**src/rtl/core/aedf_pkg.sv**
```systemverilog
// ----------------------------------------------------------------------------
// aedf_pkg
// Types and constants shared by the converter EMA filter modules.
// ----------------------------------------------------------------------------
`timescale 1ns / 1ps
`default_nettype none

package aedf_pkg;

    // default converter sample width
    localparam int SAMPLE_BITS_DEF = 12;

    // q15 limits and register reset
    localparam int             Q15_MAX     = 32767;
    localparam logic [14:0]    Q15_MAX_U   = 15'h7FFF;
    localparam logic [14:0]    ALPHA_RESET = 15'd6553;

    // offset of the sample line, unsigned q16 (about 36407.78)
    localparam longint unsigned OFFSET_Q16 = 64'd2386020124;

    typedef logic signed [15:0] q15_t;

    // front to queue transfer
    typedef struct packed {
        logic valid;
        q15_t data;
    } push_t;

    // queue head seen by the back end
    typedef struct packed {
        logic not_empty;
        q15_t data;
    } queue_head_t;

endpackage

`default_nettype wire

```
**src/rtl/core/aedf_front.sv**
```systemverilog
// ----------------------------------------------------------------------------
// aedf_front
// Accepts converter samples and maps each one to a clamped q15 value.
// ----------------------------------------------------------------------------
`timescale 1ns / 1ps
`default_nettype none

module aedf_front #(
    parameter int SAMPLE_BITS = aedf_pkg::SAMPLE_BITS_DEF
) (
    input  wire logic                   clk,
    input  wire logic                   rst_n,
    input  wire logic                   in_valid,
    output logic                        in_stall,
    input  wire logic [SAMPLE_BITS-1:0] adc_sample,
    output aedf_pkg::push_t             push,
    input  wire logic                   queue_full
);
    import aedf_pkg::*;

    // gain in unsigned q16, rounded
    localparam longint unsigned FULL_SCALE = (64'd1 << SAMPLE_BITS) - 64'd1;
    localparam longint unsigned GAIN_Q16 =
        (64'd11 * 64'd32767 * 64'd65536 + (64'd3 * FULL_SCALE) / 64'd2) /
        (64'd3 * FULL_SCALE);
    localparam int GAIN_W = $clog2(GAIN_Q16 + 64'd1);
    localparam int PW     = SAMPLE_BITS + GAIN_W;
    localparam int VW     = ((PW > 32) ? PW : 32) + 1;
    localparam int QW     = VW - 16;

    logic [PW-1:0]        prod_reg;
    logic [PW-1:0]        prod_next;
    logic                 prod_valid_reg;
    logic                 prod_valid_next;
    logic                 accept;
    logic signed [VW-1:0] v;
    logic [VW-1:0]        mag;
    logic [QW-1:0]        qm;
    logic [14:0]          qc;
    logic                 neg;
    q15_t                 x;

    // product stage handshake
    assign in_stall = prod_valid_reg && queue_full;
    assign accept   = in_valid && !in_stall;

    always_comb
    begin
        prod_next       = prod_reg;
        prod_valid_next = prod_valid_reg;
        if (accept)
        begin
            prod_next       = PW'(adc_sample) * PW'(GAIN_Q16);
            prod_valid_next = 1'b1;
        end
        else if (prod_valid_reg && !queue_full)
        begin
            prod_valid_next = 1'b0;
        end
    end

    always_ff @(posedge clk or negedge rst_n)
    begin
        if (!rst_n)
        begin
            prod_valid_reg <= 1'b0;
        end
        else
        begin
            prod_valid_reg <= prod_valid_next;
        end
    end

    always_ff @(posedge clk)
    begin
        prod_reg <= prod_next;
    end

    // remove offset, truncate toward zero, clamp to +-32767
    always_comb
    begin
        v   = signed'(VW'(prod_reg)) - signed'(VW'(OFFSET_Q16));
        neg = v[VW-1];
        mag = neg ? VW'(-v) : VW'(v);
        qm  = mag[VW-1:16];
        qc  = (qm > QW'(Q15_MAX)) ? Q15_MAX_U : qm[14:0];
        x   = neg ? -signed'({1'b0, qc}) : signed'({1'b0, qc});
    end

    assign push.valid = prod_valid_reg && !queue_full;
    assign push.data  = x;

endmodule

`default_nettype wire

```
**src/rtl/core/aedf_queue.sv**
```systemverilog
// ----------------------------------------------------------------------------
// aedf_queue
// Two-entry queue of mapped samples between the front and back ends.
// ----------------------------------------------------------------------------
`timescale 1ns / 1ps
`default_nettype none

module aedf_queue (
    input  wire logic            clk,
    input  wire logic            rst_n,
    input  wire aedf_pkg::push_t push,
    output logic                 full,
    output aedf_pkg::queue_head_t head,
    input  wire logic            pop
);
    import aedf_pkg::*;

    localparam int DEPTH = 2;
    localparam int PTR_W = $clog2(DEPTH);
    localparam int CNT_W = $clog2(DEPTH + 1);

    q15_t             entry_reg [DEPTH];
    logic [PTR_W-1:0] wr_ptr_reg;
    logic [PTR_W-1:0] wr_ptr_next;
    logic [PTR_W-1:0] rd_ptr_reg;
    logic [PTR_W-1:0] rd_ptr_next;
    logic [CNT_W-1:0] count_reg;
    logic [CNT_W-1:0] count_next;
    logic             do_pop;

    assign full           = (count_reg == CNT_W'(DEPTH));
    assign head.not_empty = (count_reg != '0);
    assign head.data      = entry_reg[rd_ptr_reg];
    assign do_pop         = pop && head.not_empty;

    // pointer and fill count update
    always_comb
    begin
        wr_ptr_next = wr_ptr_reg;
        rd_ptr_next = rd_ptr_reg;
        count_next  = count_reg;
        if (push.valid)
        begin
            wr_ptr_next = (wr_ptr_reg == PTR_W'(DEPTH - 1)) ? '0 : wr_ptr_reg + 1'b1;
        end
        if (do_pop)
        begin
            rd_ptr_next = (rd_ptr_reg == PTR_W'(DEPTH - 1)) ? '0 : rd_ptr_reg + 1'b1;
        end
        if (push.valid && !do_pop)
        begin
            count_next = count_reg + 1'b1;
        end
        else if (!push.valid && do_pop)
        begin
            count_next = count_reg - 1'b1;
        end
    end

    always_ff @(posedge clk or negedge rst_n)
    begin
        if (!rst_n)
        begin
            wr_ptr_reg <= '0;
            rd_ptr_reg <= '0;
            count_reg  <= '0;
        end
        else
        begin
            wr_ptr_reg <= wr_ptr_next;
            rd_ptr_reg <= rd_ptr_next;
            count_reg  <= count_next;
        end
    end

    // entry storage
    always_ff @(posedge clk)
    begin
        if (push.valid)
        begin
            entry_reg[wr_ptr_reg] <= push.data;
        end
    end

endmodule

`default_nettype wire

```
**src/rtl/core/aedf_back.sv**
```systemverilog
// ----------------------------------------------------------------------------
// aedf_back
// EMA sequencer on one shared multiplier, DAC mapping and output register.
// ----------------------------------------------------------------------------
`timescale 1ns / 1ps
`default_nettype none

module aedf_back (
    input  wire logic             clk,
    input  wire logic             rst_n,
    input  wire logic             cfg_wr_en,
    input  wire logic [14:0]      cfg_wr_data,
    input  wire aedf_pkg::queue_head_t head,
    output logic                  pop,
    output logic                  out_valid,
    input  wire logic             out_stall,
    output aedf_pkg::q15_t        filtered_q15,
    output logic [11:0]           dac_code
);
    import aedf_pkg::*;

    localparam logic [1:0] ST_IDLE = 2'd0;
    localparam logic [1:0] ST_MUL2 = 2'd1;
    localparam logic [1:0] ST_SUM  = 2'd2;
    localparam logic [1:0] ST_DAC  = 2'd3;

    logic [1:0]         state_reg;
    logic [1:0]         state_next;
    logic [14:0]        alpha_reg;
    q15_t               last_reg;
    q15_t               last_next;
    logic signed [31:0] prod_reg;
    logic signed [31:0] prod_next;
    q15_t               r1_reg;
    q15_t               r1_next;
    logic               out_valid_reg;
    logic               out_valid_next;
    q15_t               q15_out_reg;
    logic [11:0]        dac_out_reg;
    logic               load_out;
    logic [14:0]        coef;
    q15_t               mul_a;
    q15_t               mul_b;

    // rounded, saturating q15 product
    function automatic q15_t qsat(input logic signed [31:0] p);
        logic signed [32:0] s;
        logic signed [17:0] r;
        q15_t               res;
        s = {p[31], p} + 33'sd16384;
        r = s[32:15];
        if (r > 18'sd32767)
        begin
            res = 16'sh7FFF;
        end
        else if (r < -18'sd32768)
        begin
            res = 16'sh8000;
        end
        else
        begin
            res = r[15:0];
        end
        return res;
    endfunction

    // 2048 + floor(y*2048/32767), clamped to the 12-bit range
    function automatic logic [11:0] to_dac(input q15_t y);
        logic signed [16:0] rem;
        logic signed [12:0] k;
        logic signed [13:0] d;
        logic [11:0]        res;
        rem = signed'({2'b00, y[3:0], 11'b0}) + signed'({{5{y[15]}}, y[15:4]});
        k   = signed'({y[15], y[15:4]});
        if (rem >= 17'sd32767)
        begin
            k = k + 13'sd1;
        end
        else if (rem < 17'sd0)
        begin
            k = k - 13'sd1;
        end
        d = {k[12], k} + 14'sd2048;
        if (d < 14'sd0)
        begin
            res = 12'd0;
        end
        else if (d > 14'sd4095)
        begin
            res = 12'd4095;
        end
        else
        begin
            res = d[11:0];
        end
        return res;
    endfunction

    // weight register
    always_ff @(posedge clk or negedge rst_n)
    begin
        if (!rst_n)
        begin
            alpha_reg <= ALPHA_RESET;
        end
        else if (cfg_wr_en)
        begin
            alpha_reg <= cfg_wr_data;
        end
    end

    assign coef     = Q15_MAX_U - alpha_reg;
    assign load_out = (state_reg == ST_DAC) && (!out_valid_reg || !out_stall);
    assign pop      = (state_reg == ST_IDLE) && head.not_empty;

    // shared multiplier operands
    always_comb
    begin
        if (state_reg == ST_IDLE)
        begin
            mul_a = signed'({1'b0, alpha_reg});
            mul_b = head.data;
        end
        else
        begin
            mul_a = signed'({1'b0, coef});
            mul_b = last_reg;
        end
    end

    // sequencer
    always_comb
    begin
        state_next     = state_reg;
        prod_next      = prod_reg;
        r1_next        = r1_reg;
        last_next      = last_reg;
        out_valid_next = out_valid_reg && out_stall;
        unique case (state_reg)
            ST_IDLE:
            begin
                if (head.not_empty)
                begin
                    prod_next  = mul_a * mul_b;
                    state_next = ST_MUL2;
                end
            end
            ST_MUL2:
            begin
                r1_next    = qsat(prod_reg);
                prod_next  = mul_a * mul_b;
                state_next = ST_SUM;
            end
            ST_SUM:
            begin
                last_next  = r1_reg + qsat(prod_reg);
                state_next = ST_DAC;
            end
            ST_DAC:
            begin
                if (load_out)
                begin
                    out_valid_next = 1'b1;
                    state_next     = ST_IDLE;
                end
            end
            default:
            begin
                state_next = ST_IDLE;
            end
        endcase
    end

    always_ff @(posedge clk or negedge rst_n)
    begin
        if (!rst_n)
        begin
            state_reg     <= ST_IDLE;
            last_reg      <= '0;
            out_valid_reg <= 1'b0;
        end
        else
        begin
            state_reg     <= state_next;
            last_reg      <= last_next;
            out_valid_reg <= out_valid_next;
        end
    end

    // datapath and output payload
    always_ff @(posedge clk)
    begin
        prod_reg <= prod_next;
        r1_reg   <= r1_next;
        if (load_out)
        begin
            q15_out_reg <= last_reg;
            dac_out_reg <= to_dac(last_reg);
        end
    end

    assign out_valid    = out_valid_reg;
    assign filtered_q15 = q15_out_reg;
    assign dac_code     = dac_out_reg;

endmodule

`default_nettype wire

```
**src/rtl/core/adc_ema_q15_dac_filter.sv**
```systemverilog
// An input sample passes the front product register, the queue, the back-end
// sequencer and the output register. The sequencer takes a new sample only when
// idle and runs both q15 products through one multiplier, then the sum and the DAC mapping.
// The front end and a two-entry queue keep taking samples while a result waits.
// Reset clears the filter history to 0, alpha to 6553 and all valid flags.
// ----------------------------------------------------------------------------
// adc_ema_q15_dac_filter
// Converter sample to q15, single-pole EMA, and 12-bit DAC code mapping.
// ----------------------------------------------------------------------------
`timescale 1ns / 1ps
`default_nettype none

module adc_ema_q15_dac_filter #(
    parameter int SAMPLE_BITS = aedf_pkg::SAMPLE_BITS_DEF
) (
    input  wire logic                   clk,
    input  wire logic                   rst_n,
    input  wire logic                   cfg_wr_en,
    input  wire logic [14:0]            cfg_wr_data,
    input  wire logic                   in_valid,
    output logic                        in_stall,
    input  wire logic [SAMPLE_BITS-1:0] adc_sample,
    output logic                        out_valid,
    input  wire logic                   out_stall,
    output aedf_pkg::q15_t              filtered_q15,
    output logic [11:0]                 dac_code
);
    import aedf_pkg::*;

    push_t       push;
    queue_head_t head;
    logic        queue_full;
    logic        pop;

    // sample mapping
    aedf_front #(
        .SAMPLE_BITS (SAMPLE_BITS)
    ) u_front (
        .clk        (clk),
        .rst_n      (rst_n),
        .in_valid   (in_valid),
        .in_stall   (in_stall),
        .adc_sample (adc_sample),
        .push       (push),
        .queue_full (queue_full)
    );

    // decoupling queue
    aedf_queue u_queue (
        .clk   (clk),
        .rst_n (rst_n),
        .push  (push),
        .full  (queue_full),
        .head  (head),
        .pop   (pop)
    );

    // filter and output
    aedf_back u_back (
        .clk          (clk),
        .rst_n        (rst_n),
        .cfg_wr_en    (cfg_wr_en),
        .cfg_wr_data  (cfg_wr_data),
        .head         (head),
        .pop          (pop),
        .out_valid    (out_valid),
        .out_stall    (out_stall),
        .filtered_q15 (filtered_q15),
        .dac_code     (dac_code)
    );

endmodule

`default_nettype wire

```
**config.mk**
```make
export PLATFORM = sky130hd
export DESIGN_NAME = adc_ema_q15_dac_filter
export DESIGN_NICKNAME = d
export VERILOG_FILES = /design/src/rtl/core/aedf_pkg.sv /design/src/rtl/core/aedf_front.sv /design/src/rtl/core/aedf_queue.sv /design/src/rtl/core/aedf_back.sv /design/src/rtl/core/adc_ema_q15_dac_filter.sv
export SDC_FILE = /design/constraint.sdc
export NUM_CORES = 1
export LEC_CHECK = 0
export ABC_AREA = 0
export BUFFER_PORTS_ARGS = -buffer_cell sky130_fd_sc_hd__buf_2
export CELL_PAD_IN_SITES_DETAIL_PLACEMENT = 0
export CELL_PAD_IN_SITES_GLOBAL_PLACEMENT = 1
export CORE_AREA = 2 2 178 267
export CTS_CLUSTER_DIAMETER = 120
export DETAILED_ROUTE_END_ITERATION = 8
export DIE_AREA = 0 0 180 269
export PLACE_DENSITY_LB_ADDON = 0.1
export SYNTH_ARGS = -nofsm -noshare
export SYNTH_HDL_FRONTEND = slang
export SYNTH_SLANG_ARGS = --single-unit
```
**constraint.sdc**
```tcl
create_clock -name clk -period 17 [get_ports clk]
set_input_delay 0.85 -clock clk [delete_from_list [all_inputs] [get_ports clk]]
set_output_delay 0.85 -clock clk [all_outputs]
set_load 0.1 [all_outputs]
```
# --- After elaboration in Yosys (flattened, before gate mapping) ---
# Memory sizes are Yosys's and may differ from the RTL's.
# Index checks and enable logic that the tools add are counted.
op_classes:
  eq_ne: 6
  order_cmp: 7
  mul: 2
  mux: 27
  n_reduce_logical: 23
  add_sub_neg: 14
op_table:
  columns: ["op", "n"]
  rows:
  - ["$mux W16", 5]
  - ["$pmux W32 S2", 1]
  - ["$mux W13", 3]
  - ["$mux W34", 1]
  - ["$neg A34 Y34", 1]
  - ["$sub A33 B32 Y34 const B", 1]
  - ["$add A32 B16 Y33 const B", 1]
  - ["$mul A16 B16 Y32", 1]
  - ["$mux W32", 1]
  - ["$mux W15", 2]
  - ["$mul A12 B17 Y29 const B", 1]
  - ["$gt A18 B15 Y1 const B", 1]
  - ["$gt A18 B16 Y1 const B", 1]
  - ["$lt A18 B16 Y1 const B", 1]
  - ["$add A16 B12 Y17", 1]
  - ["$ge A17 B16 Y1 const B", 1]
  - ["$lt A17 B1 Y1 const B", 1]
  - ["$add A16 B16 Y16", 1]
  - ["$neg A15 Y16", 1]
  - ["$sub A15 B15 Y15 const A", 1]
  - ["$add A13 B13 Y14 const B", 1]
  - ["$gt A14 B13 Y1 const B", 1]
  - ["$lt A14 B1 Y1 const B", 1]
  - ["$add A12 B2 Y13 const B", 1]
  - ["other kinds (17)", 48]
totals:
  inputBits: 32
  ramBits: 32
  reg_bits: 144
  word_cells: 93
  output_inout_bits: 30
  mem_count: 1
memory_table:
  columns: ["memory", "words", "width", "read_ports", "rd_clocked_by_memory_dff", "write_ports", "line_no", "rtl"]
  rows:
  - ["u_queue.entry_reg", 2, 16, 1, 0, 1, "aedf_queue.sv:22", "q15_t entry_reg [DEPTH];"]

# --- Logic depth before layout (Yosys ltp) ---
# Gate-level depths: netlist of run 1.
logic_depth:
  depth_word: 8
  ltp_mapped: 30
  mapped_depth_nobuf: 27

# --- Cells and area by module ---
# A second synthesis of run 1 with hierarchy kept.
hier_totals:
  cells_unflattened: 2170
  hier_area_um2: 21177.8
by_module_without_submodules:
  columns: ["mod", "seq_area_each_um2", "instances", "area_each_um2", "cells_per_inst"]
  rows:
  - ["aedf_back", 2721.4, 1, 13304.0, 1395]
  - ["aedf_front", 865.8, 1, 6478.7, 709]
  - ["aedf_queue", 1061.0, 1, 1395.1, 66]

# --- Least setup slack after synthesis of run 1 ---
# Ideal clock, no wire load.
synth_timing:
  path_type: "register to register"
  startpoint: "register u_back.state_reg[0]"
  endpoint: "register u_back.prod_reg[28], data pin"
  setup_ns: 0.270
  path_stages_with_launch: 27
  path_slack_ns: 9.798
  t_required_ns: 16.730
  n_path_buf: 2
  arrival_time_ns: 6.931
  synth_period_minus_slack_ns: 7.202
  cell_sequence: "dfrtp_1 inv_1 ha_1 clkbuf_1 clkbuf_1 xor2_1 nor2_1 fa_1 inv_1 fa_1 fa_1 inv_1 fa_1 fa_1 inv_1 fa_1 inv_1 ha_1 a21o_1 a21oi_1 nand4_1 a31o_2 a41oi_1 or2_2 o21bai_1 a211oi_1 nor2_1"
synth_between:
  elab_chain_len: 5
  elab_cells_between_ends: 7
synth_lines:
  columns: ["item", "line_no", "rtl"]
  rows:
  - ["from (decl)", "aedf_back.sv:27", "logic [1:0] state_reg;"]
  - ["from (signal assigned)", "aedf_back.sv:184", "state_reg <= state_next;"]
  - ["$logic_not A2 Y1", "aedf_back.sv:119, aedf_back.sv:139", null]
  - ["$mux W15 or $mux W16 (tied branches)", "aedf_back.sv:119", "if (state_reg == ST_IDLE)"]
  - ["$mul A16 B16 Y32", "aedf_back.sv:144, aedf_back.sv:151", null]
  - ["$mux W32", "aedf_back.sv:142", "if (head.not_empty)"]
  - ["$pmux W32 S2 (*)", "aedf_back.sv:139", "unique case (state_reg)"]
  - ["named net u_back.prod_next[28]", "aedf_back.sv:33", "logic signed [31:0] prod_next;"]
  - ["to (signal assigned)", "aedf_back.sv:193", "prod_reg <= prod_next;"]
  - ["to (decl)", "aedf_back.sv:32", "logic signed [31:0] prod_reg;"]
# Mark *: on every way through the listed nets, which the timed path passes. The rest lies on a longest branch. The select of a mux whose other input is x is not followed.
# A chain may end at the register's enable or synchronous reset.

# --- Worst setup path in the final report of run 1 ---
layout_timing:
  startpoint: "register u_back.state_reg[0]"
  endpoint: "register u_back.prod_reg[31], data pin"
# Same word-level chain as after synthesis.

==> run summary, run 1 <==
Routed WL - 55.16 mm
Setup crit end kind - register
Post-Syn Instances - 2095
GRT overflow - 0
starting DRC count in detailed routing - 564
Setup CP Type - register to register
top cells by area, synth - fa_1 26%, edfxtp_1 18%, ha_1 14%, inv_1 6.7%, xnor2_1 4.2%
Hold-fix buffers, CTS - 0
WP data arrival - 8.55 ns
routability cong. - 0.8817
DRC Markers - 0
Max stage delay on crit path - 0.83 ns
largest net degree at the start of global routing - 54
Non-Filler Instances - 2752
Largest register FFs - 32
Final Cell Area - 22230 um^2
TritonCTS clock tree - built
area growth from synthesis to layout - 8.047%
max-cap violations - 0
Worst Max-Slew Pin Slew - 1.220 ns
count leader, synth - inv_1
area leader, netlist - fa_1
multi-input logic area - 14300 um^2
clock-pin slew on the worst setup and hold paths - 0.08 ns
largest fanout on the critical path - 53
CTS root buf - clkbuf_16
Async S/R FF share, synth - 24.22%
Yosys top cell area share - 25.69%
ANT nets after route - 0
vias in the first global route - 15920
Initial DRT Pass Iterations - 5
ANT cells - 0
first-pass GRT wire length - 87.86 mm
CTS resizes - 0
nets@finish - 2675
Max-slew headroom - 18.07%
Fin Setup TNS - 0 ns
result of the run - completed
Die X - 180 um
HP Class - register to register
slowest stage cell, crit path - a21oi_1
DR WL/cell - 20.04 um
Vias/cell - 5.320
synthesized area - 20570 um^2
Distinct cells, synth - 94
Top FF cell, synth - edfxtp_1
clock latency on the worst-skew pair - 0.46 ns
post-CTS setup buffers - 0
Num CTS Buffers - 17
CP startpoint kind - register
Synth Warn # - 0
period utilization - 49.17%
most instantiated cells after synthesis - 366 x inv_1, 264 x fa_1, 234 x ha_1, 187 x nor2_1, 177 x nand2_1
placed inst area - 21580 um^2
Most Frequent Cell on Critical Path - fa_1
die area - 48420 um^2
fmax - 119.6 MHz
DP HPWL - 46.78 mm
final max-slew violation count - 0
GRT Util Overall - 23.83%
Inst Count DP - 2720
routed vias - 14640
Final setup viols - 0
Setup Skew - 0.01633 ns
initial antenna violation count - 0
Filler Cell Count - 4447
Initial Util - 44.49%
register area - 4648 um^2
sequential share of the synthesized area - 22.60%
core area - 46240 um^2
Port Buf Inserts - 61
EDFF count, synth - 122
layout cells sized above 1 - 8.480%
RSZ-0062 raised after global routing - false
Hold Vio Cnt, Final - 0
Syn Nets - 2625
Post-Syn Area per Cell - 9.819 um^2
min cycle time layout - 8.359 ns
# H-tree levels - 4
io pins - 62
Clock Path Buffers - 2
die height - 269 um
Yosys reg bits - 161
row count - 97
worst path required time - 17.19 ns
CTS Sinks - 161
[cell usage in the layout (no fill, tap or decap), types with 22 or more instances in the layout]
| cell | count |
|---|---|
| inv_1 | 366 |
| ha_1 | 233 |
| nor2_1 | 187 |
| buf_4 | 27 |
| nand2b_1 | 23 |
| nand3_1 | 31 |
| a21oi_1 | 89 |
| a21o_1 | 28 |
| edfxtp_1 | 122 |
| dfrtp_1 | 32 |
| fa_1 | 264 |
| nor3_1 | 27 |
| nand2_1 | 177 |
| xnor2_1 | 98 |
| buf_2 | 61 |
| xor2_1 | 39 |
| o21ai_0 | 46 |
| mux2_2 | 22 |
[cell type report]
type / count / share of cell area (%)
multi-input cells: 1509 / 64.35
clock buffers: 17 / 1.914
well taps: 594 / 3.344
inverters: 368 / 6.215
clock inverters: 15 / 0.9739
flip-flops and latches: 161 / 20.91
repair buffers: 88 / 2.286
[per-layer routing]
| layer | track usage, % | wire length (um) |
|---|---|---|
| met2 | 49.38 | 32300 |
| met5 | 0 | 0 |
| met1 | 22.57 | 18470 |
| met4 | 13.47 | 3308 |
| met3 | 2.053 | 1079 |
[per-stage QoR]
step / hold slack [ns] / setup WS, ns / util (%)
2_1_floorplan: 0.4231 / 9.798 / -
3_3_place_gp: 0.4770 / 8.890 / 46.68
3_5_place_dp: 0.4855 / 8.683 / 46.68
4_1_cts: 0.5005 / 8.657 / 48.07
5_1_grt: 0.5246 / 8.143 / 48.07
6_report: 0.4947 / 8.641 / 48.07
[worst max-delay path: cells and delay by family, from the launching register on]
kind / cells / cell delay, ns
compound gates: 6 / 2.24
xor+xnor: 1 / 0.13
fa+ha+maj: 8 / 3.54
buf+inv: 5 / 0.78
flops: 1 / 0.42
simple gates: 5 / 0.90
[worst paths after layout]
path                                     start             endpoint  slack (ns)  cells after the start
setup / recovery           u_back.state_reg[0]  u_back.prod_reg[31]        8.64                     25
hold / removal              u_queue.wr_ptr_reg   u_queue.wr_ptr_reg        0.49                      1
setup reg to reg           u_back.state_reg[0]  u_back.prod_reg[31]        8.64                     25
hold reg to reg             u_queue.wr_ptr_reg   u_queue.wr_ptr_reg        0.49                      1
max in group asynchronous                rst_n  u_back.state_reg[0]       15.81                      1
min in group asynchronous                rst_n  u_back.alpha_reg[1]        0.54                      1
[kinds of logic (layout without fill, tap and decap cells)]
family	count (synthesis)	count (layout)	synth area share [%]
muxes	40	40	2.080
xor gates and xnor gates	137	137	5.833
AOI/OAI and AO/OA	286	286	9.410
buffers and inverters	425	488	7.937
DFF	161	161	22.60
and+or+nand+nor	546	546	12.12
adders and majority gates	500	500	40.02
Power of run 1 is not shown: default switching activity piles up to over one toggle a cycle in this logic, so the estimate is an artifact.
==> run 2: changes to the inputs <==
==> constraint.sdc (replaced) <==
create_clock -name clk -period 8.6 [get_ports clk]
set_input_delay 0.43 -clock clk [delete_from_list [all_inputs] [get_ports clk]]
set_output_delay 0.43 -clock clk [all_outputs]
set_load 0.1 [all_outputs]
==> run 2 against run 1 <==
Effect of this change:
- sequential share of layout area shrank 0.16 points
- design area rose by 0.75%
- die area is the same
- critical endpoint unchanged
- clock skew is 0.0073 ns higher
==> run summary, run 2 (synthesis gave the netlist of run 1 again) <==
Hold-fix buffers, CTS - 0 (unchanged)
Setup crit end kind - register
CP startpoint kind - register
Hold Vio Cnt, Final - 0 (unchanged)
# H-tree levels - 4 (unchanged)
Final setup viols - 0 (unchanged)
DRC Markers - 0 (unchanged)
clock latency on the worst-skew pair - 0.46 ns (about the same)
Initial Util - 44.49% (unchanged)
Initial DRT Pass Iterations - 7 (+2)
Port Buf Inserts - 61 (unchanged)
slowest stage cell, crit path - ha_2
worst setup path startpoint - u_back.state_reg[1]
Most Frequent Cell on Critical Path - fa_1
ANT cells - 0 (unchanged)
vias in the first global route - 15960 (+0.26%)
multi-input logic area - 14300 um^2 (unchanged)
Num CTS Buffers - 17 (unchanged)
Fin Setup TNS - 0 ns (unchanged)
die height - 269 um (unchanged)
Largest register FFs - 32 (unchanged)
die area - 48420 um^2 (unchanged)
GRT overflow - 0 (unchanged)
Routed WL - 58.00 mm (+5.2%)
result of the run - completed
io pins - 62 (unchanged)
WP data arrival - 8.00 ns (-0.55 ns)
starting DRC count in detailed routing - 740 (+31%)
RSZ-0062 raised after global routing - false
Setup CP Type - register to register
routability cong. - 0.9846 (+12%)
area growth from synthesis to layout - 8.862%
Worst Max-Slew Pin Slew - 1.170 ns (-0.04993 ns)
Die X - 180 um (unchanged)
register area - 4648 um^2 (unchanged)
largest fanout on the critical path - 29 (-45%)
post-CTS setup buffers - 0 (unchanged)
DR WL/cell - 20.90 um (+4.3%)
fmax - 128.3 MHz (+7.2%)
GRT Util Overall - 24.78% (+0.94 points)
max-cap violations - 0 (unchanged)
most common cell after layout, fill and taps aside - inv_1
Clock Path Buffers - 2 (unchanged)
Vias/cell - 5.375 (+1.0%)
clock-pin slew on the worst setup and hold paths - 0.08 ns (about the same)
layout cells sized above 1 - 9.445% (+0.97 points)
Max-slew headroom - 21.99% (+3.9 points)
routed vias - 14920 (+1.9%)
Setup Skew - 0.02365 ns (+0.007318 ns)
ANT nets after route - 0 (unchanged)
largest net degree at the start of global routing - 40 (-26%)
initial antenna violation count - 0 (unchanged)
row count - 97 (unchanged)
Max stage delay on crit path - 0.57 ns (-0.26 ns)
min cycle time layout - 7.796 ns (-0.5630 ns)
nets@finish - 2698 (+0.86%)
CTS Sinks - 161 (unchanged)
most frequent cells in the layout - 366 x inv_1, 264 x fa_1, 233 x ha_1
worst path required time - 8.80 ns (-8.39 ns)
Non-Filler Instances - 2775 (+0.84%)
CTS resizes - 0 (unchanged)
HP Class - input pin to async pin
TritonCTS clock tree - built
CTS root buf - clkbuf_16
core area - 46240 um^2 (unchanged)
reg-to-reg critical path startpoint - u_back.state_reg[1]
DP HPWL - 48.25 mm (+3.1%)
first-pass GRT wire length - 90.29 mm (+2.8%)
Filler Cell Count - 4440 (-0.16%)
period utilization - 90.65% (+41 points)
Inst Count DP - 2743 (+0.85%)
final max-slew violation count - 0 (unchanged)
run 2: cell types whose count changed in the layout (fill, tap and decap cells not counted), sizes merged:
cell    delta
buf       +23
clkinv     +1
inv        -1
run 2: worst max-delay path: cells and delay by family (launching register included):
family	cells	cell delay [ns]
buffers and inverters	6	0.60
AOI/OAI and AO/OA	5	1.45
adders and majority gates	8	3.89
xor gates and xnor gates	2	0.53
and+or+nand+nor	4	0.66
DFF	1	0.41
run 2: path summary, 6_finish.rpt:
path | slack [ns] | depth (start not counted) | endpoint
max | 0.80 | 25 | u_back.prod_reg[31]
max reg2reg | 0.80 | 25 | u_back.prod_reg[31]
max in group asynchronous | 7.81 | 1 | u_queue.count_reg[1]
min reg2reg | 0.50 | 1 | u_queue.wr_ptr_reg
min | 0.14 | 1 | u_back.alpha_reg[1]
min in group clk | 0.17 | 2 | u_front.prod_valid_reg
run 2: area by class of cell:
| type | count | share of cell area [%] |
|---|---|---|
| well taps | 594 | 3.319 |
| repair buffers | 111 | 3.095 |
| clock buffers | 17 | 1.900 |
| flip-flops and latches | 161 | 20.76 |
| multi-input cells | 1509 | 63.87 |
| clock inverters | 15 | 0.8884 |
| inverters | 368 | 6.168 |
run 2: per-stage QoR:
step	hold slack [ns]	util, %	setup WS, ns	cell area [um^2]
2_1_floorplan	0.1344	-	1.398	20570
3_5_place_dp	0.4802	47.08	0.8103	21770
3_3_place_gp	0.4787	47.08	0.8501	21770
6_report	0.1430	48.43	0.8040	22390
4_1_cts	0.1634	48.43	0.7967	22390
5_1_grt	0.1771	48.43	0.3836	22390
run 2: routing by layer:
metal | vias up | share of wire, % | GRT usage, %
li1 | 7004 | - | -
met1 | 7457 | 33 | 23.90
met2 | 341 | 59 | 51.59
met3 | 115 | 2.9 | 2.526
met4 | 0 | 4.8 | 11.73
met5 | - | 0 | 0
Power of run 2 is left out for the same reason.
